### config.mk
export PLATFORM = sky130hd
export DESIGN_NAME = cwkd_front
export DESIGN_NICKNAME = d
export VERILOG_FILES = /design/src/hw/rtl/cwkd_pkg.sv /design/src/hw/rtl/cwkd_front.sv
export SDC_FILE = /design/constraint.sdc
export NUM_CORES = 1
export LEC_CHECK = 0
export BUFFER_PORTS_ARGS = -buffer_cell sky130_fd_sc_hd__buf_2
export CAP_MARGIN = 20
export CORE_ASPECT_RATIO = 0.9
export CORE_MARGIN = 2
export CORE_UTILIZATION = 30
export DETAILED_ROUTE_END_ITERATION = 16
export GPL_ROUTABILITY_DRIVEN = 0
export HOLD_SLACK_MARGIN = 0.05
export REMOVE_ABC_BUFFERS = 1
export SLEW_MARGIN = 20
export SYNTH_ARGS = -nofsm -noshare
export SYNTH_HDL_FRONTEND = slang
export SYNTH_SLANG_ARGS = --single-unit
### constraint.sdc
create_clock -name clk -period 2 [get_ports clk]
set_input_delay 0.2 -clock clk [delete_from_list [all_inputs] [get_ports clk]]
set_output_delay 0.2 -clock clk [all_outputs]
set_load 0.005 [all_outputs]
### src/hw/rtl/cwkd_pkg.sv
// Shared constants, payload structs and sequencer states for the
// exactly-k-distinct window counter. No dependencies.
`timescale 1ns / 1ps
`default_nettype none

package cwkd_pkg;

	localparam int VALUE_COUNT = 256;
	localparam int MAX_LEN     = 1024;

	localparam int VALUE_W = 8;
	localparam int SLOT_W  = $clog2(VALUE_COUNT);
	localparam int POS_W   = $clog2(MAX_LEN + 1);
	localparam int HADDR_W = $clog2(MAX_LEN);
	localparam int TALLY_W = POS_W;
	localparam int DIST_W  = 9;
	localparam int TOTAL_W = 20;

	localparam logic [TOTAL_W-1:0] TOTAL_MAX = '1;

	// request queue between front and back
	localparam int FQ_DEPTH = 4;
	localparam int FQ_PTR_W = $clog2(FQ_DEPTH);
	localparam int FQ_CNT_W = $clog2(FQ_DEPTH + 1);

	// result queue
	localparam int RQ_DEPTH = 2;
	localparam int RQ_PTR_W = $clog2(RQ_DEPTH);
	localparam int RQ_CNT_W = $clog2(RQ_DEPTH + 1);

	// configuration port
	localparam int PADDR_W   = 3;
	localparam int PDATA_W   = 32;
	localparam int REG_IDX_W = 1;
	localparam logic [REG_IDX_W-1:0] REG_DISTINCT_TARGET = 1'b0;
	localparam logic [DIST_W-1:0]    DIST_TARGET_RESET   = 9'd1;

	typedef struct packed {
		logic [VALUE_W-1:0] value;
		logic               last;
		logic               skip;   // sequence already full, not stored
	} front_item_t;

	typedef struct packed {
		logic [TOTAL_W-1:0] running_count;
		logic               last_res;
		logic               overflow;
	} result_t;

	typedef enum logic [2:0] {
		ST_IDLE,
		ST_INC,
		ST_HEAD,
		ST_EVDEC,
		ST_FETCH,
		ST_CHK,
		ST_FIN
	} state_t;

endpackage

`default_nettype wire

### src/hw/rtl/cwkd_front.sv
// Front end: takes requests, marks those beyond the sequence length limit
// and queues them for the back end. Depends on cwkd_pkg.
`timescale 1ns / 1ps
`default_nettype none

module cwkd_front (
	input  wire logic                          clk,
	input  wire logic                          arst_n,
	input  wire logic                          push,
	output logic                               full,
	input  wire logic [cwkd_pkg::VALUE_W-1:0]  value,
	input  wire logic                          last,
	output logic                               item_valid,
	output cwkd_pkg::front_item_t              item,
	input  wire logic                          item_pop
);

	cwkd_pkg::front_item_t             fq_q [cwkd_pkg::FQ_DEPTH];
	logic [cwkd_pkg::FQ_PTR_W-1:0]     wr_ptr_q, rd_ptr_q;
	logic [cwkd_pkg::FQ_CNT_W-1:0]     cnt_q;
	logic [cwkd_pkg::POS_W-1:0]        seq_cnt_q;
	logic                              accept;
	logic                              do_pop;
	logic                              skip;

	assign full       = (cnt_q == cwkd_pkg::FQ_CNT_W'(cwkd_pkg::FQ_DEPTH));
	assign item_valid = (cnt_q != '0);
	assign item       = fq_q[rd_ptr_q];
	assign accept     = push && !full;
	assign do_pop     = item_pop && item_valid;
	assign skip       = (seq_cnt_q == cwkd_pkg::POS_W'(cwkd_pkg::MAX_LEN));

	always_ff @(posedge clk) begin
		if (accept) begin
			fq_q[wr_ptr_q] <= '{value: value, last: last, skip: skip};
		end
	end

	always_ff @(posedge clk or negedge arst_n) begin
		if (!arst_n) begin
			wr_ptr_q  <= '0;
			rd_ptr_q  <= '0;
			cnt_q     <= '0;
			seq_cnt_q <= '0;
		end else begin
			if (accept) begin
				wr_ptr_q <= wr_ptr_q + 1'b1;
				if (last) begin
					seq_cnt_q <= '0;
				end else if (!skip) begin
					seq_cnt_q <= seq_cnt_q + 1'b1;
				end
			end
			if (do_pop) begin
				rd_ptr_q <= rd_ptr_q + 1'b1;
			end
			case ({accept, do_pop})
				2'b10:   cnt_q <= cnt_q + 1'b1;
				2'b01:   cnt_q <= cnt_q - 1'b1;
				default: cnt_q <= cnt_q;
			endcase
		end
	end

endmodule

`default_nettype wire

==> metrics.txt <==
# TYPE chip_impl_metric gauge
chip_impl_metric{name="asyncSetResetFlopFracSynth",unit="%"} 31.0
chip_impl_metric{name="cts_made_buffers",unit=""} 9
chip_impl_metric{name="clk_latency",unit="ns"} 0.33
chip_impl_info{name="end_kind",value="flip-flop"} 1
chip_impl_metric{name="post_dp_hpwl",unit="um"} 3050
chip_impl_metric{name="grt_pass1_vias",unit=""} 1477
chip_impl_metric{name="power_density",unit="mW/mm^2"} 1310
chip_impl_info{name="ys.flop_type",value="sky130_fd_sc_hd__edfxtp_1"} 1
chip_impl_metric{name="ant_nets",unit=""} 0
chip_impl_info{name="timing.critical_path.slowest_stage_cell",value="sky130_fd_sc_hd__or3b_1"} 1
chip_impl_metric{name="routed_via_count",unit=""} 1463
chip_impl_info{name="cts_tree",value="done"} 1
chip_impl_metric{name="portBuffers",unit=""} 24
chip_impl_metric{name="synth_warnings",unit=""} 0
chip_impl_metric{name="floorplan.io_pins",unit=""} 25
chip_impl_metric{name="critPathMaxFanout",unit=""} 2
chip_impl_info{name="run_status",value="complete, no violations"} 1
chip_impl_metric{name="synth_area",unit="mm^2"} 0.00253
chip_impl_metric{name="global_route.usage.total",unit="%"} 10.8
chip_impl_metric{name="clock-skew-final",unit="ns"} 0.00399
chip_impl_metric{name="stdcell_area",unit="mm^2"} 0.00305
chip_impl_info{name="clockRootBuffer",value="sky130_fd_sc_hd__clkbuf_8"} 1
chip_impl_metric{name="clkSinkCount",unit=""} 58
chip_impl_metric{name="synth-edff-count",unit=""} 40
chip_impl_metric{name="post_route_cells_drive_above_1_share",unit="%"} 36.1
chip_impl_metric{name="grt_max_degree",unit=""} 19
chip_impl_metric{name="yosysSeqAreaShare",unit="%"} 65.2
chip_impl_metric{name="fmaxAchievable",unit="MHz"} 512
chip_impl_info{name="crit_type",value="flip-flop to flip-flop"} 1
chip_impl_metric{name="ys_seq_elements",unit=""} 58
chip_impl_metric{name="layout.nets",unit=""} 221
chip_impl_metric{name="clk_pin_slew_worst_paths",unit="ns"} 0.06
chip_impl_metric{name="initial_core_util",unit="%"} 31.2
chip_impl_metric{name="final.hold.worst_slack",unit="ns"} 0.0755
chip_impl_metric{name="vdd_ir_drop_max",unit="mV"} 0.490
chip_impl_metric{name="antenna_cells_inserted",unit=""} 0
chip_impl_metric{name="timing.final.max_slew_violations",unit=""} 0
chip_impl_metric{name="worstPathBufferInverterCount",unit=""} 2
chip_impl_metric{name="worst_slew_pin_slew",unit="ns"} 0.557
chip_impl_info{name="path_cells",value="or3b_1, and2_4, inv_4, ha_4, inv_2, fa_2, xor2_1, nor2_1, xor2_1"} 1
chip_impl_metric{name="syn2layout_area_growth",unit="%"} 20.6
chip_impl_metric{name="die-width",unit="um"} 101
chip_impl_metric{name="timing.final.crit_share",unit="%"} 97.7
chip_impl_metric{name="route.detailed.wl_per_inst",unit="um"} 14.9
chip_impl_metric{name="cp.required",unit="ns"} 2.26
chip_impl_info{name="critical_path.most_common_cell",value="sky130_fd_sc_hd__xor2_1"} 1
chip_impl_info{name="synth_top_cells_by_count",value="40 x sky130_fd_sc_hd__edfxtp_1, 18 x sky130_fd_sc_hd__dfrtp_1, 10 x sky130_fd_sc_hd__mux4_2, 9 x sky130_fd_sc_hd__inv_1, 9 x sky130_fd_sc_hd__nand2_1"} 1
chip_impl_metric{name="synth.avg_cell_area",unit="um^2"} 15.8
chip_impl_metric{name="initial_antenna_violation_count",unit=""} 0
chip_impl_metric{name="design.die.area",unit="mm^2"} 0.00919
chip_impl_metric{name="first_iter_violations",unit=""} 99
chip_impl_info{name="critical_path.startpoint_type",value="flip-flop"} 1
chip_impl_metric{name="grt_overflow_total",unit=""} 0
chip_impl_metric{name="critical_path_arrival",unit="ns"} 2.21
chip_impl_metric{name="fp.dieH",unit="um"} 91.2
chip_impl_metric{name="total_power",unit="mW"} 4.01
chip_impl_metric{name="clock_path_buffers",unit=""} 2
chip_impl_metric{name="htree_num_levels",unit=""} 3
chip_impl_metric{name="detail_route.drc_violations",unit=""} 0
chip_impl_metric{name="leakage_dissipation",unit="nW"} 1.19
chip_impl_metric{name="fin_tns_setup",unit="ns"} 0
chip_impl_info{name="class_of_the_tightest_hold_or_removal_check",value="input pin to flip-flop"} 1
chip_impl_info{name="yosys-top-cells-area",value="sky130_fd_sc_hd__edfxtp_1 47%, sky130_fd_sc_hd__dfrtp_1 18%, sky130_fd_sc_hd__mux4_2 8.9%, sky130_fd_sc_hd__ha_1 3.5%, sky130_fd_sc_hd__xor2_1 1.4%"} 1
chip_impl_metric{name="grt_pass1_wl",unit="um"} 7310
chip_impl_metric{name="maxCapViolations",unit=""} 0
chip_impl_metric{name="routed_wl",unit="um"} 4520
chip_impl_info{name="grt_setup_unrepaired",value="true"} 1
chip_impl_metric{name="setup_violations",unit=""} 0
chip_impl_metric{name="synth_cells",unit=""} 160
chip_impl_metric{name="dr.pass1.iters",unit=""} 4
chip_impl_metric{name="netlist.area_leader.share",unit="%"} 47.4
chip_impl_metric{name="synthDistinctLibCells",unit=""} 42
chip_impl_metric{name="place_area",unit="mm^2"} 0.00280
chip_impl_metric{name="number_of_filler_cells_placed_in_the_layout",unit=""} 752
chip_impl_metric{name="finalHoldViolations",unit=""} 0
chip_impl_info{name="top_delay_family_on_crit_path",value="simple AND/OR/NAND/NOR gates"} 1
chip_impl_metric{name="post_drt_via_cell_ratio",unit=""} 4.81
chip_impl_info{name="synth_most_common_cell",value="sky130_fd_sc_hd__edfxtp_1"} 1
chip_impl_info{name="post-synth-top-area-cell",value="sky130_fd_sc_hd__edfxtp_1"} 1
chip_impl_metric{name="number_of_rows_in_the_core_area",unit=""} 31
chip_impl_metric{name="timing.critical_path.slowest_cell_delay",unit="ns"} 0.39
chip_impl_metric{name="fp.coreArea",unit="mm^2"} 0.00811
chip_impl_metric{name="worst_slew_margin_rel",unit="%"} 62.9
chip_impl_metric{name="period_minus_slack",unit="ns"} 1.95
[layer usage]
| metal | wire, um | GRT usage, % | up-vias |
|---|---|---|---|
| met5 | 0 | 0 | - |
| met4 | 76 | 5.48 | 0 |
| met3 | 256 | 4.23 | 7 |
| met2 | 2200 | 16.6 | 31 |
| met1 | 1990 | 13.1 | 729 |
| li1 | - | - | 696 |
[state kept, by name, indices dropped and copies added, names as in the netlist]
register   count
cnt_q          3
fq_q          40
rd_ptr_q       2
seq_cnt_q     11
wr_ptr_q       2
[per-stage QoR]
stage / utilization (%) / instances / setup slack (ns)
floorplan: - / 154 / -0.113
global placement: 34.5 / 286 / -0.0215
detailed placement: 34.5 / 286 / -0.0572
CTS: 37.5 / 303 / 0.00364
global route: 37.7 / 304 / -0.0618
finish: 37.7 / 304 / 0.0460
[report_power, final]
group          internal, mW  switching, mW  total, mW
sequential             1.57          0.157       1.73
combinational         0.620          0.531       1.15
clock                 0.692          0.442       1.13
[worst paths after layout]
path,start,to,slack [ns],cells past startpoint
hold reg to reg,cnt_q[0],cnt_q[0],0.56,2
setup / recovery,cnt_q[1],cnt_q[2],0.05,9
max in group asynchronous,arst_n,wr_ptr_q[0],1.37,2
min in group asynchronous,arst_n,seq_cnt_q[9],0.33,2
hold / removal,value[0],fq_q[2][2],0.08,1
setup reg to reg,cnt_q[1],cnt_q[2],0.05,9
[final cells by class]
cell class | count | area [um^2] | share of cell area, %
Tap cell | 99 | 124 | 4.06
Multi-Input combinational cell | 86 | 820 | 26.8
Clock inverter | 6 | 81.3 | 2.66
Sequential cell | 58 | 1650 | 54.1
Inverter | 10 | 40.0 | 1.31
Timing Repair Buffer | 35 | 209 | 6.84
Clock buffer | 10 | 128 | 4.18
[cell families (layout without fill, tap and decap cells)]
kind of cell / after synthesis / count (layout) / synth area share, %
buffers and inverters: 16 / 61 / 3.31
flip-flops: 58 / 58 / 65.2
AND/OR/NAND/NOR: 40 / 40 / 9.19
adder cells (fa/ha/maj): 8 / 8 / 4.25
AO/OA/AOI/OAI: 19 / 19 / 5.88
multiplexers: 12 / 12 / 9.73
XOR/XNOR: 7 / 7 / 2.42
[timing repair]
| item | in CTS | in global routing |
|---|---|---|
| hold endpoints to repair | 18 | 0 |
| hold buffers | 1 | 0 |
| endpoints found under the setup margin | 1 | 9 |
| resized for setup | 5 | 3 |
| buffers inserted | 0 | 1 |
| pin swaps | 3 | 4 |
[worst reg2reg max path: stages, from the launching register on]
cell,delay (ns)
sky130_fd_sc_hd__dfrtp_1,0.37
sky130_fd_sc_hd__or3b_1,0.39
sky130_fd_sc_hd__and2_4,0.16
sky130_fd_sc_hd__inv_4,0.06
sky130_fd_sc_hd__ha_4,0.14
sky130_fd_sc_hd__inv_2,0.04
sky130_fd_sc_hd__fa_2,0.32
sky130_fd_sc_hd__xor2_1,0.14
sky130_fd_sc_hd__nor2_1,0.11
sky130_fd_sc_hd__xor2_1,0.16
[placed cells by master (no fill, tap or decap), types with 3 or more instances in the layout]
cell type,netlist,routed
sky130_fd_sc_hd__a221o_1,3,3
sky130_fd_sc_hd__and3_1,4,4
sky130_fd_sc_hd__buf_2,1,24
sky130_fd_sc_hd__buf_4,2,9
sky130_fd_sc_hd__clkbuf_8,0,9
sky130_fd_sc_hd__dfrtp_1,18,18
sky130_fd_sc_hd__edfxtp_1,40,40
sky130_fd_sc_hd__ha_1,7,6
sky130_fd_sc_hd__inv_1,9,8
sky130_fd_sc_hd__mux4_2,10,10
sky130_fd_sc_hd__nand2_1,9,9
sky130_fd_sc_hd__nor3_1,5,5
sky130_fd_sc_hd__nor4_1,5,5
sky130_fd_sc_hd__o21ai_0,5,5
sky130_fd_sc_hd__xnor2_1,3,3
sky130_fd_sc_hd__xor2_1,4,4
No activity file was read; power rests on OpenSTA's default activity.
