<file path="config.mk">
export PLATFORM = sky130hd
export DESIGN_NAME = cwkd_resq
export DESIGN_NICKNAME = d
export VERILOG_FILES = /design/src/hw/rtl/cwkd_pkg.sv /design/src/hw/rtl/cwkd_resq.sv
export SDC_FILE = /design/constraint.sdc
export NUM_CORES = 1
export LEC_CHECK = 0
export ABC_AREA = 1
export BUFFER_PORTS_ARGS = -buffer_cell sky130_fd_sc_hd__buf_2
export CORE_ASPECT_RATIO = 2
export CORE_MARGIN = 3
export CORE_UTILIZATION = 46
export DETAILED_ROUTE_END_ITERATION = 7
export PLACE_DENSITY = 0.74
export SLEW_MARGIN = 40
export SYNTH_ARGS = -nofsm -noshare
export SYNTH_HDL_FRONTEND = slang
export SYNTH_SLANG_ARGS = --single-unit
</file>
<file path="constraint.sdc">
create_clock -name clk -period 1.9 [get_ports clk]
set_input_delay 0.095 -clock clk [delete_from_list [all_inputs] [get_ports clk]]
set_output_delay 0.095 -clock clk [all_outputs]
set_load 0.005 [all_outputs]
</file>
<file path="src/hw/rtl/cwkd_pkg.sv">
// Shared constants, payload structs and sequencer states for the
// exactly-k-distinct window counter. No dependencies.
`timescale 1ns / 1ps
`default_nettype none

package cwkd_pkg;

	localparam int VALUE_COUNT = 256;
	localparam int MAX_LEN     = 1024;

	localparam int VALUE_W = 8;
	localparam int SLOT_W  = $clog2(VALUE_COUNT);
	localparam int POS_W   = $clog2(MAX_LEN + 1);
	localparam int HADDR_W = $clog2(MAX_LEN);
	localparam int TALLY_W = POS_W;
	localparam int DIST_W  = 9;
	localparam int TOTAL_W = 20;

	localparam logic [TOTAL_W-1:0] TOTAL_MAX = '1;

	// request queue between front and back
	localparam int FQ_DEPTH = 4;
	localparam int FQ_PTR_W = $clog2(FQ_DEPTH);
	localparam int FQ_CNT_W = $clog2(FQ_DEPTH + 1);

	// result queue
	localparam int RQ_DEPTH = 2;
	localparam int RQ_PTR_W = $clog2(RQ_DEPTH);
	localparam int RQ_CNT_W = $clog2(RQ_DEPTH + 1);

	// configuration port
	localparam int PADDR_W   = 3;
	localparam int PDATA_W   = 32;
	localparam int REG_IDX_W = 1;
	localparam logic [REG_IDX_W-1:0] REG_DISTINCT_TARGET = 1'b0;
	localparam logic [DIST_W-1:0]    DIST_TARGET_RESET   = 9'd1;

	typedef struct packed {
		logic [VALUE_W-1:0] value;
		logic               last;
		logic               skip;   // sequence already full, not stored
	} front_item_t;

	typedef struct packed {
		logic [TOTAL_W-1:0] running_count;
		logic               last_res;
		logic               overflow;
	} result_t;

	typedef enum logic [2:0] {
		ST_IDLE,
		ST_INC,
		ST_HEAD,
		ST_EVDEC,
		ST_FETCH,
		ST_CHK,
		ST_FIN
	} state_t;

endpackage

`default_nettype wire

</file>
<file path="src/hw/rtl/cwkd_resq.sv">
// Two-entry result queue between the back end and the result ports.
// Depends on cwkd_pkg.
`timescale 1ns / 1ps
`default_nettype none

module cwkd_resq (
	input  wire logic               clk,
	input  wire logic               arst_n,
	input  wire logic               res_push,
	input  wire cwkd_pkg::result_t  res_in,
	output logic                    res_space,
	input  wire logic               pop,
	output logic                    empty,
	output cwkd_pkg::result_t       head
);

	cwkd_pkg::result_t             rq_q [cwkd_pkg::RQ_DEPTH];
	logic [cwkd_pkg::RQ_PTR_W-1:0] wr_ptr_q, rd_ptr_q;
	logic [cwkd_pkg::RQ_CNT_W-1:0] cnt_q;
	logic                          do_push, do_pop;

	assign res_space = (cnt_q != cwkd_pkg::RQ_CNT_W'(cwkd_pkg::RQ_DEPTH));
	assign empty     = (cnt_q == '0);
	assign head      = rq_q[rd_ptr_q];
	assign do_push   = res_push && res_space;
	assign do_pop    = pop && !empty;

	always_ff @(posedge clk) begin
		if (do_push) begin
			rq_q[wr_ptr_q] <= res_in;
		end
	end

	always_ff @(posedge clk or negedge arst_n) begin
		if (!arst_n) begin
			wr_ptr_q <= '0;
			rd_ptr_q <= '0;
			cnt_q    <= '0;
		end else begin
			if (do_push) begin
				wr_ptr_q <= wr_ptr_q + 1'b1;
			end
			if (do_pop) begin
				rd_ptr_q <= rd_ptr_q + 1'b1;
			end
			case ({do_push, do_pop})
				2'b10:   cnt_q <= cnt_q + 1'b1;
				2'b01:   cnt_q <= cnt_q - 1'b1;
				default: cnt_q <= cnt_q;
			endcase
		end
	end

endmodule

`default_nettype wire

</file>
==> out/qor_table.md, run 1 <==
| Parameter | This run | Unit |
|---|---|---|
| Top-level port count | 50 | - |
| Max-cap violations | 0 | - |
| Data arrival time of the critical path | 1630 | ps |
| All-Layer GR Usage | 16.4 | % |
| Slack of the worst reg-to-reg path | 460 | ps |
| H-tree depth reported by CTS | 2 | - |
| # DRC | 0 | - |
| TNS Setup | 0 | ps |
| Vias in the first global route | 1,317 | - |
| Post-Route Skew | 10.6 | ps |
| Power density cells | 1360 | nW/um^2 |
| Nets in the synthesized netlist | 172 | - |
| Clock insertion delay at the later pin of the skew report | 290 | ps |
| Class of the tightest hold or removal check | input pin to register | - |
| Mapped cell area | 1840 | um^2 |
| Net switching component of the power | 1.06 | mW |
| Maximum fanout along the worst path | 3 | - |
| Data required, critical path | 2090 | ps |
| Wire length of the first global-routing pass | 5720 | um |
| Total of warnings raised by yosys | 0 | - |
| CTS root buf | clkbuf_8 | - |
| Wire per inst | 13.0 | um |
| Setup Crit Path Kind | register to register | - |
| Layout cell share with drive strength beyond 1 | 30.2 | % |
| Post-route insts no fill | 274 | - |
| Portion of total power attributed to sequential cells | 45.7 | % |
| Sequential-to-total area share from yosys stat | 77.4 | % |
| Starting density of the core | 49.3 | % |
| TritonCTS clock tree | yes | - |
| Post-Synthesis Mean Instance Area | 12.7 | um^2 |
| Switching Fraction | 31.5 | % |
| Quantity of I/O buffers inserted on ports | 49 | - |
| Clk slew on worst S/H paths | 80 | ps |
| Lkg Pwr | 1.11 | nW |
| Number of placement rows | 31 | - |
| Count of final hold-check violations | 0 | - |
| Internal portion of total power | 2.30 | mW |
| Antenna violations before repair | 0 | - |
| Diode count | 0 | - |
| Combinational cell fraction of total power | 34.0 | % |
| Commonest non-fill, non-tap cells in the layout | nand2_1, buf_2, edfxtp_1, dlygate4sd3_1 | - |
| Final cell utilization of the core | 66.3 | % |
| Slew of the pin with the lowest slew margin | 293 | ps |
| Worst Setup Start Kind | register | - |
| List of cells traversed by the critical path | inv_2 -> nand2_1 -> nand2_1 -> inv_1 -> ha_1 -> inv_1 -> nand3_1 -> nand2_1 -> nand2_1 | - |
| CTS resizes | 0 | - |
| Final slew viol count | 0 | - |
| Largest buffer count on any clock path | 2 | - |
| Slowest-stage cell, CP | dfrtp_1 | - |
| Run status | finished clean | - |
| Area of the die | 4830 | um^2 |
| Die Width | 50.7 | um |
| Number of detailed-route iterations in the first pass | 4 | - |
| TritonCTS Buffers | 5 | - |
| Vias per std cell | 4.73 | - |
| Commonest non-fill, non-tap cell in the layout | nand2_1 | - |
| Pin count of the biggest net entering global routing | 23 | - |
| Cell mode on critical path | nand2_1 | - |
| Final antenna-violating net count | 0 | - |
| Final critical-path setup slack | 457 | ps |
| Delay contributed by the slowest stage of the critical path | 420 | ps |
| Maximum ir drop on the vdd rail | 0.00114 | V |
| Total power | 3.36 | mW |
| Mapped Cells | 145 | - |
| Number of endpoints failing setup at the final stage | 0 | - |
| Overflow left after global routing | 0 | - |
| Core area | 3720 | um^2 |
| Total number of clock tree sinks | 48 | - |
| Vias | 1,295 | - |
| First DRT Iteration DRCs | 19 | - |
| Unrepaired setup endpoints after global routing | no | - |
| Detailed placer's ending HPWL | 2530 | um |
| Critical Path Sink Type | register | - |
| WL final | 3560 | um |
| Instance count after placement with tap cells included | 245 | - |
| Flops & latches, synth | 48 | - |
| Worst slack at placement | 471 | ps |
| Worst relative slew slack | 80.5 | % |
| Count of unique library cells instantiated by Yosys | 15 | - |
| Layout overhead on the synthesized area | 34.6 | % |
| Part of the total power dissipated in the clock network | 20.3 | % |
| Final period demand of the worst path | 1440 | ps |
| Fin nets | 251 | - |
| Count of filler cells inserted in the layout | 315 | - |
| Max frequency | 693 | MHz |
| Height of the die | 95.3 | um |
| Post-route fraction of the period consumed by the critical path | 76.0 | % |
| Final estimated routing congestion in global placement | 0.660 | - |
## what timing repair did
action / CTS / global route
endpoints found under the hold margin: 42 / 0
buffers inserted: 0 / 0
hold buffers: 21 / 0
## sequential cells by signal (all words and copies together), names as in the netlist
register / flops
cnt_q: 2
rd_ptr_q: 1
wr_ptr_q: 1
rq_q: 44
## cell families after synthesis
family                   after synthesis  share of synthesized area (%)
adder cells (fa/ha/maj)                1                          0.682
XOR/XNOR                               1                          0.477
AND/OR/NAND/NOR                       82                           17.5
AO/OA/AOI/OAI                          1                          0.272
buffers and inverters                 12                           3.68
flip-flops                            48                           77.4
## worst paths after layout
check                               start    endpoint  depth (start not counted)
worst min-delay path            res_in[7]  rq_q[1][7]                          1
min in group asynchronous          arst_n    cnt_q[1]                          2
worst max-delay path             cnt_q[0]    cnt_q[1]                          9
max in group asynchronous          arst_n    rd_ptr_q                          2
worst max register to register   cnt_q[0]    cnt_q[1]                          9
worst min register to register   cnt_q[0]    cnt_q[0]                          1
## worst max-delay path, delay by kind of cell, from the launching register on
| kind | cells | cell delay, ps |
|---|---|---|
| simple gates | 5 | 400 |
| buf+inv | 3 | 220 |
| flops | 1 | 420 |
| fa+ha+maj | 1 | 310 |
## final cells by class
cell class                 instances  area, um^2  share of cell area (%)
clock inverter                     2        35.0                    1.42
sequential                        48        1420                    57.5
inverter                           8        30.0                    1.22
clock buffer                       6        72.6                    2.94
timing repair buffer              76         500                    20.3
tap                               49        61.3                    2.48
multi-input combinational         85         349                    14.1
## synth_stat cells, drive strengths merged
cell	n	area share, %
a21oi	1	0.27
buf	4	2.0
inv	8	1.6
ha	1	0.68
nand4	1	0.34
nand3	2	0.55
nor2	3	0.75
xnor2	1	0.48
nand2	76	16
dfrtp	4	5.5
edfxtp	44	72
## metal layers
| metal | track usage (%) | up-vias | part of all wire [%] | wire length [um] |
|---|---|---|---|---|
| met5 | 0 | - | 0 | 0 |
| met4 | 9.21 | 0 | 2.6 | 94 |
| met3 | 3.29 | 8 | 3.8 | 134 |
| met2 | 32.2 | 34 | 58 | 2080 |
| met1 | 14.7 | 616 | 35 | 1250 |
| li1 | - | 637 | - | - |
## power by group through the flow
stage	Sequential (mW)	Clock [mW]	Combinational, mW
after global placement	1.54	0	1.06
after CTS	1.54	0.704	1.17
after global routing	1.56	0.735	1.29
after floorplan	1.55	0	0.666
final	1.54	0.681	1.14
after detailed placement	1.56	0	1.13
## metrics by stage
step                      hold slack [ps]  area (um^2)
final                                17.6         2470
after global routing                 4.14         2470
after CTS                            5.36         2470
after detailed placement            -90.3         2150
after global placement              -99.2         2150
after floorplan                      -201         1840
Note: power is estimated with default switching activity, not from simulation.
==> inputs of run 2 (changes only) <==
- CORE_UTILIZATION: 46 -> 51
- PLACE_DENSITY: 0.74 -> 0.78
- clock period: 1.9 -> 1.5 ns (I/O delays scaled with it)
==> out/qor_table.md, run 2 (same netlist as run 1, synthesis figures left out) <==
| Parameter | This run | Unit | Change |
|---|---|---|---|
| Run status | finished clean | - |  |
| Number of endpoints failing setup at the final stage | 0 | - | unchanged |
| Vias per std cell | 4.96 | - | +4.9% |
| Reg2reg end | cnt_q[1] | - |  |
| Hold Slack | 63.7 | ps | +46.2 ps |
| Final critical-path setup slack | 45.0 | ps | -411 ps |
| Vias in the first global route | 1,379 | - | +4.7% |
| Max-cap violations | 0 | - | unchanged |
| Antenna violations before repair | 0 | - | unchanged |
| Worst Reg-to-Reg Cells | 8 | - | -1 |
| Launching point of the worst reg2reg path | cnt_q[1] | - |  |
| H-tree depth reported by CTS | 2 | - | unchanged |
| Final estimated routing congestion in global placement | 0.630 | - | -4.6% |
| Final period demand of the worst path | 1450 | ps | +11.5 ps |
| Total number of clock tree sinks | 48 | - | unchanged |
| First DRT Iteration DRCs | 27 | - | +8 |
| Clk slew on worst S/H paths | 80 | ps | about the same |
| Layout cell share with drive strength beyond 1 | 32.9 | % | +2.7 points |
| Core area | 3420 | um^2 | -8.3% |
| Starting density of the core | 53.7 | % | +4.4 points |
| Post-route fraction of the period consumed by the critical path | 97.0 | % | +21 points |
| CTS root buf | clkbuf_8 | - |  |
| Flip-flop count of the largest register, all copies and words added | 44 | - | unchanged |
| Count of filler cells inserted in the layout | 206 | - | -35% |
| Power density cells | 1720 | nW/um^2 | +26% |
| Clock insertion delay at the later pin of the skew report | 290 | ps | about the same |
| Area of all placed cells without fillers | 2560 | um^2 | +3.8% |
| Standard cell area after detailed placement | 2210 | um^2 | +2.5% |
| Height of the die | 90.8 | um | -4.7% |
| Worst Setup Start Kind | register | - |  |
| Worst hold path depth | 3 | - | +2 |
| Area of the die | 4400 | um^2 | -8.9% |
| Die Width | 48.4 | um | -4.4% |
| Overflow left after global routing | 0 | - | unchanged |
| Critical Path Sink Type | register | - |  |
| Setup Crit Path Kind | register to register | - |  |
| Final slew viol count | 0 | - | unchanged |
| # DRC | 0 | - | unchanged |
| Area used by multi-input combinational logic | 377 | um^2 | +7.9% |
| Detailed placer's ending HPWL | 2490 | um | -1.8% |
| Slew of the pin with the lowest slew margin | 178 | ps | -115 ps |
| TritonCTS clock tree | yes | - |  |
| Commonest non-fill, non-tap cell in the layout | nand2_1 | - |  |
| Vias | 1,383 | - | +6.8% |
| Fin nets | 257 | - | +2.4% |
| Post-Route Skew | 6.90 | ps | -3.68 ps |
| Maximum ir drop on the vdd rail | 0.00129 | V | +14% |
| Wire length of the first global-routing pass | 6330 | um | +11% |
| Worst slack at placement | 49.9 | ps | -421 ps |
| Data arrival time of the critical path | 1640 | ps | about the same |
| TritonCTS Buffers | 5 | - | unchanged |
| Lkg Pwr | 1.14 | nW | +3.0% |
| Worst relative slew slack | 88.1 | % | +7.6 points |
| Final cell utilization of the core | 75.1 | % | +8.7 points |
| Class of the tightest hold or removal check | input pin to register | - |  |
| Total power | 4.41 | mW | +31% |
| Quantity of I/O buffers inserted on ports | 49 | - | unchanged |
| Wire per inst | 14.8 | um | +14% |
| Diode count | 0 | - | unchanged |
| Pin count of the biggest net entering global routing | 24 | - | +4.3% |
| Layout overhead on the synthesized area | 39.7 | % |  |
| Biggest regs | rq_q: 44 flops, cnt_q: 2 flops | - |  |
| Maximum fanout along the worst path | 3 | - | unchanged |
| Commonest non-fill, non-tap cells in the layout | nand2_1, buf_2, edfxtp_1, dlygate4sd3_1, buf_4 | - |  |
| Max frequency | 687 | MHz | -0.79% |
| Capture endpoint of the worst hold path | rd_ptr_q | - |  |
| Data required, critical path | 1690 | ps | -400 ps |
| All-Layer GR Usage | 18.9 | % | +2.5 points |
| Number of placement rows | 30 | - | -3.2% |
| FF/Latch Area | 1420 | um^2 | unchanged |
| WL final | 4120 | um | +16% |
| Largest buffer count on any clock path | 2 | - | unchanged |
| Top-level port count | 50 | - | unchanged |
| Reg with most FFs | rq_q | - |  |
| Count of final hold-check violations | 0 | - | unchanged |
| Hold path start | pop | - |  |
| Number of detailed-route iterations in the first pass | 4 | - | unchanged |
| Timing startpoint of the critical path | cnt_q[1] | - |  |
| Slack of the worst reg-to-reg path | 50 | ps | -410 ps |
| Final antenna-violating net count | 0 | - | unchanged |
## run 2: per-layer routing
metal | vias to the layer above | global-route usage, % | part of all wire [%] | routed length (um)
li1 | 646 | - | - | -
met4 | 0 | 9.50 | 4.1 | 170
met3 | 18 | 4.79 | 4.9 | 202
met1 | 651 | 19.0 | 34 | 1400
met2 | 68 | 34.8 | 57 | 2350
met5 | - | 0 | 0 | 0
## run 2: through the flow
stage | cells | setup TNS [ps]
6_report | 279 | 0
5_1_grt | 279 | -19.8
4_1_cts | 276 | 0
3_5_place_dp | 245 | 0
3_3_place_gp | 245 | 0
2_1_floorplan | 145 | 0
## run 2: critical path: stages (launching register included)
cell     delay, ps
dfrtp_1        410
buf_4          150
nand2_2        100
nand2_2        130
ha_4           250
inv_1           70
nand3_1         90
nand2_1         80
nand2_1         60
## run 2: cell type report
class                      instances  area share (%)
multi-input combinational         85            14.7
clock buffer                       5            2.68
sequential                        48            55.4
timing repair buffer              82            22.9
clock inverter                     3           0.732
tap                               48            2.34
inverter                           8            1.17
## run 2: worst max-delay path by stage
stage | end | cells past startpoint | slack [ps]
floorplan | rq_q[1][0] | 4 | 150
global placement | cnt_q[1] | 9 | 200
detailed placement | cnt_q[1] | 9 | 50
CTS | cnt_q[1] | 9 | 40
global route | cnt_q[1] | 8 | -20
finish | cnt_q[1] | 8 | 50
## run 2: power by group
| group | internal (mW) | switching (mW) |
|---|---|---|
| Sequential | 1.83 | 0.122 |
| Clock | 0.325 | 0.406 |
| Combinational | 0.749 | 0.974 |
## run 2: repair_timing
action                                  CTS  global route
buffers inserted                          0             3
endpoints found under the hold margin    48             0
hold buffers                             23             0
gates resized for setup                   0             3
endpoints found under the setup margin    0             1
==> inputs of run 3 (changes only) <==
- CORE_MARGIN: 3 -> 2
- CORE_UTILIZATION: 51 -> 40
- GPL_TIMING_DRIVEN: unset -> 0
- PLACE_DENSITY: 0.78 -> 0.64
==> out/qor_table.md, run 3 (same netlist as run 1, synthesis figures left out) <==
| Parameter | This run | Unit | Change |
|---|---|---|---|
| Run status | finished clean | - |  |
| Core area | 4380 | um^2 | +28% |
| Final slew viol count | 0 | - | unchanged |
| Maximum fanout along the worst path | 3 | - | unchanged |
| Global Route met3 Usage | 2.83 | % | -2.0 points |
| Final estimated routing congestion in global placement | 0.651 | - | +3.3% |
| Max frequency | 713 | MHz | +3.8% |
| Worst relative slew slack | 74.9 | % | -13 points |
| Vias | 1,263 | - | -8.7% |
| Pin count of the biggest net entering global routing | 24 | - | unchanged |
| Diode count | 0 | - | unchanged |
| Slowest-stage cell, CP | dfrtp_1 | - |  |
| Count of final hold-check violations | 0 | - | unchanged |
| Layout overhead on the synthesized area | 37.4 | % |  |
| Flip-flop count of the largest register, all copies and words added | 44 | - | unchanged |
| Die Width | 51.9 | um | +7.2% |
| # DRC | 0 | - | unchanged |
| Overflow left after global routing | 0 | - | unchanged |
| Top-level port count | 50 | - | unchanged |
| Data required, critical path | 1680 | ps | about the same |
| Area of the die | 5180 | um^2 | +18% |
| All-Layer GR Usage | 14.0 | % | -4.9 points |
| Number of detailed-route iterations in the first pass | 3 | - | -1 |
| Wire per inst | 11.9 | um | -20% |
| Detailed placer's ending HPWL | 2180 | um | -12% |
| Vias per std cell | 4.48 | - | -9.6% |
| Number of endpoints failing setup at the final stage | 0 | - | unchanged |
| Delay contributed by the slowest stage of the critical path | 400 | ps | about the same |
| Quantity of I/O buffers inserted on ports | 49 | - | unchanged |
| Wire length of the first global-routing pass | 5200 | um | -18% |
| Data arrival time of the critical path | 1580 | ps | -60 ps |
| List of cells traversed by the critical path | inv_2 -> nand2_1 -> nand2_1 -> inv_1 -> ha_1 -> inv_1 -> nand3_1 -> nand2_1 -> nand2_1 | - |  |
| Class of the tightest hold or removal check | input pin to register | - |  |
| Antenna violations before repair | 0 | - | unchanged |
| Max-cap violations | 0 | - | unchanged |
| Number of placement rows | 34 | - | +13% |
| Post-route fraction of the period consumed by the critical path | 93.5 | % | -3.5 points |
| Slew of the pin with the lowest slew margin | 375 | ps | +197 ps |
| Unrepaired setup endpoints after global routing | yes | - |  |
| Fin nets | 254 | - | -1.2% |
| Commonest non-fill, non-tap cell in the layout | nand2_1 | - |  |
| GR peak layer | met2 | - |  |
| Lkg Pwr | 1.12 | nW | -2.2% |
| H-tree depth reported by CTS | 2 | - | unchanged |
| Height of the die | 99.8 | um | +9.9% |
| Final cell utilization of the core | 57.6 | % | -17 points |
| First DRT Iteration DRCs | 22 | - | -19% |
| Global-route met2 utilization | 26.1 | % | -8.7 points |
| Reg with most FFs | rq_q | - |  |
| Final period demand of the worst path | 1400 | ps | -52.9 ps |
| Vias in the first global route | 1,222 | - | -11% |
| Clk slew on worst S/H paths | 80 | ps | about the same |
| TritonCTS clock tree | yes | - |  |
| Critical Path Sink Type | register | - |  |
| Biggest regs | rq_q: 44 flops, cnt_q: 2 flops | - |  |
| Final antenna-violating net count | 0 | - | unchanged |
| Worst Setup Start Kind | register | - |  |
| Layout cell share with drive strength beyond 1 | 30.7 | % | -2.2 points |
| Post-Route Skew | 4.61 | ps | -2.28 ps |
| Total number of clock tree sinks | 48 | - | unchanged |
| WL final | 3350 | um | -19% |
| Setup Crit Path Kind | register to register | - |  |
| Count of filler cells inserted in the layout | 375 | - | +82% |
| TritonCTS Buffers | 5 | - | unchanged |
| Largest buffer count on any clock path | 2 | - | unchanged |
| Commonest non-fill, non-tap cells in the layout | nand2_1, buf_2, edfxtp_1, dlygate4sd3_1, clkbuf_8 | - |  |
| CTS root buf | clkbuf_8 | - |  |
| Cell mode on critical path | nand2_1 | - |  |
| Power density cells | 1680 | nW/um^2 | -2.6% |
| Starting density of the core | 41.9 | % | -12 points |
| Clock insertion delay at the later pin of the skew report | 290 | ps | about the same |
| Instance count after placement with tap cells included | 248 | - | +1.2% |
| Maximum ir drop on the vdd rail | 0.00136 | V | +4.8% |
| GRT met1 Usage | 13.4 | % | -5.6 points |
| Post-route insts no fill | 282 | - | +1.1% |
run 3: final timing paths:
kind,from,endpoint,slack [ps],depth (start not counted)
worst max-delay path,cnt_q[0],cnt_q[1],100,9
worst min-delay path,pop,rd_ptr_q,30,3
worst max register to register,cnt_q[0],cnt_q[1],100,9
worst min register to register,cnt_q[1],cnt_q[1],570,2
max in group asynchronous,arst_n,cnt_q[1],1240,2
min in group asynchronous,arst_n,wr_ptr_q,120,2
run 3: per-stage QoR:
stage	TNS (ps)	hold WS [ps]	power, mW	setup WS, ps	cell area [um^2]
after floorplan	0	-221	2.82	150	1850
after global placement	-2450	-110	3.38	-69.3	2160
after detailed placement	-1860	-108	3.41	-51.4	2160
after CTS	-624	19.3	4.21	-25.2	2490
after global routing	-46.4	34.9	4.55	-46.4	2520
final	0	28.0	4.23	97.9	2520
run 3: what timing repair did:
item | CTS | global route
resized for setup | 2 | 4
pin swaps | 0 | 2
hold endpoints to repair | 48 | 0
hold buffers | 23 | 0
setup buffers | 0 | 1
gates cloned | 0 | 2
endpoints found under the setup margin | 44 | 46
run 3: final cells by class:
| type | instances | area (um^2) | area share (%) |
|---|---|---|---|
| Sequential cell | 48 | 1420 | 56.4 |
| Buffer | 4 | 37.5 | 1.49 |
| Inverter | 8 | 30.0 | 1.19 |
| Multi-Input combinational cell | 87 | 392 | 15.5 |
| Tap cell | 54 | 67.6 | 2.68 |
| Timing Repair Buffer | 73 | 483 | 19.1 |
| Clock buffer | 8 | 90.1 | 3.57 |
run 3: routing by layer:
metal  wire [um]  up-vias  share of wire (%)
li1            -      644                  -
met1        1200      587                 36
met2        1940       27                 58
met3         124        5                3.7
met4          79        0                2.4
met5           0        -                  0
run 3: power breakdown:
part           internal (mW)  switching [mW]  total (mW)
Clock                  0.375           0.361       0.736
Combinational          0.631           0.880        1.51
Sequential              1.84           0.140        1.98
run 3: critical path: cells and delay by family (launching register included):
family,cells,cell delay (ps)
buffers and inverters,3,230
and+or+nand+nor,5,360
adders and majority gates,1,320
DFF,1,400
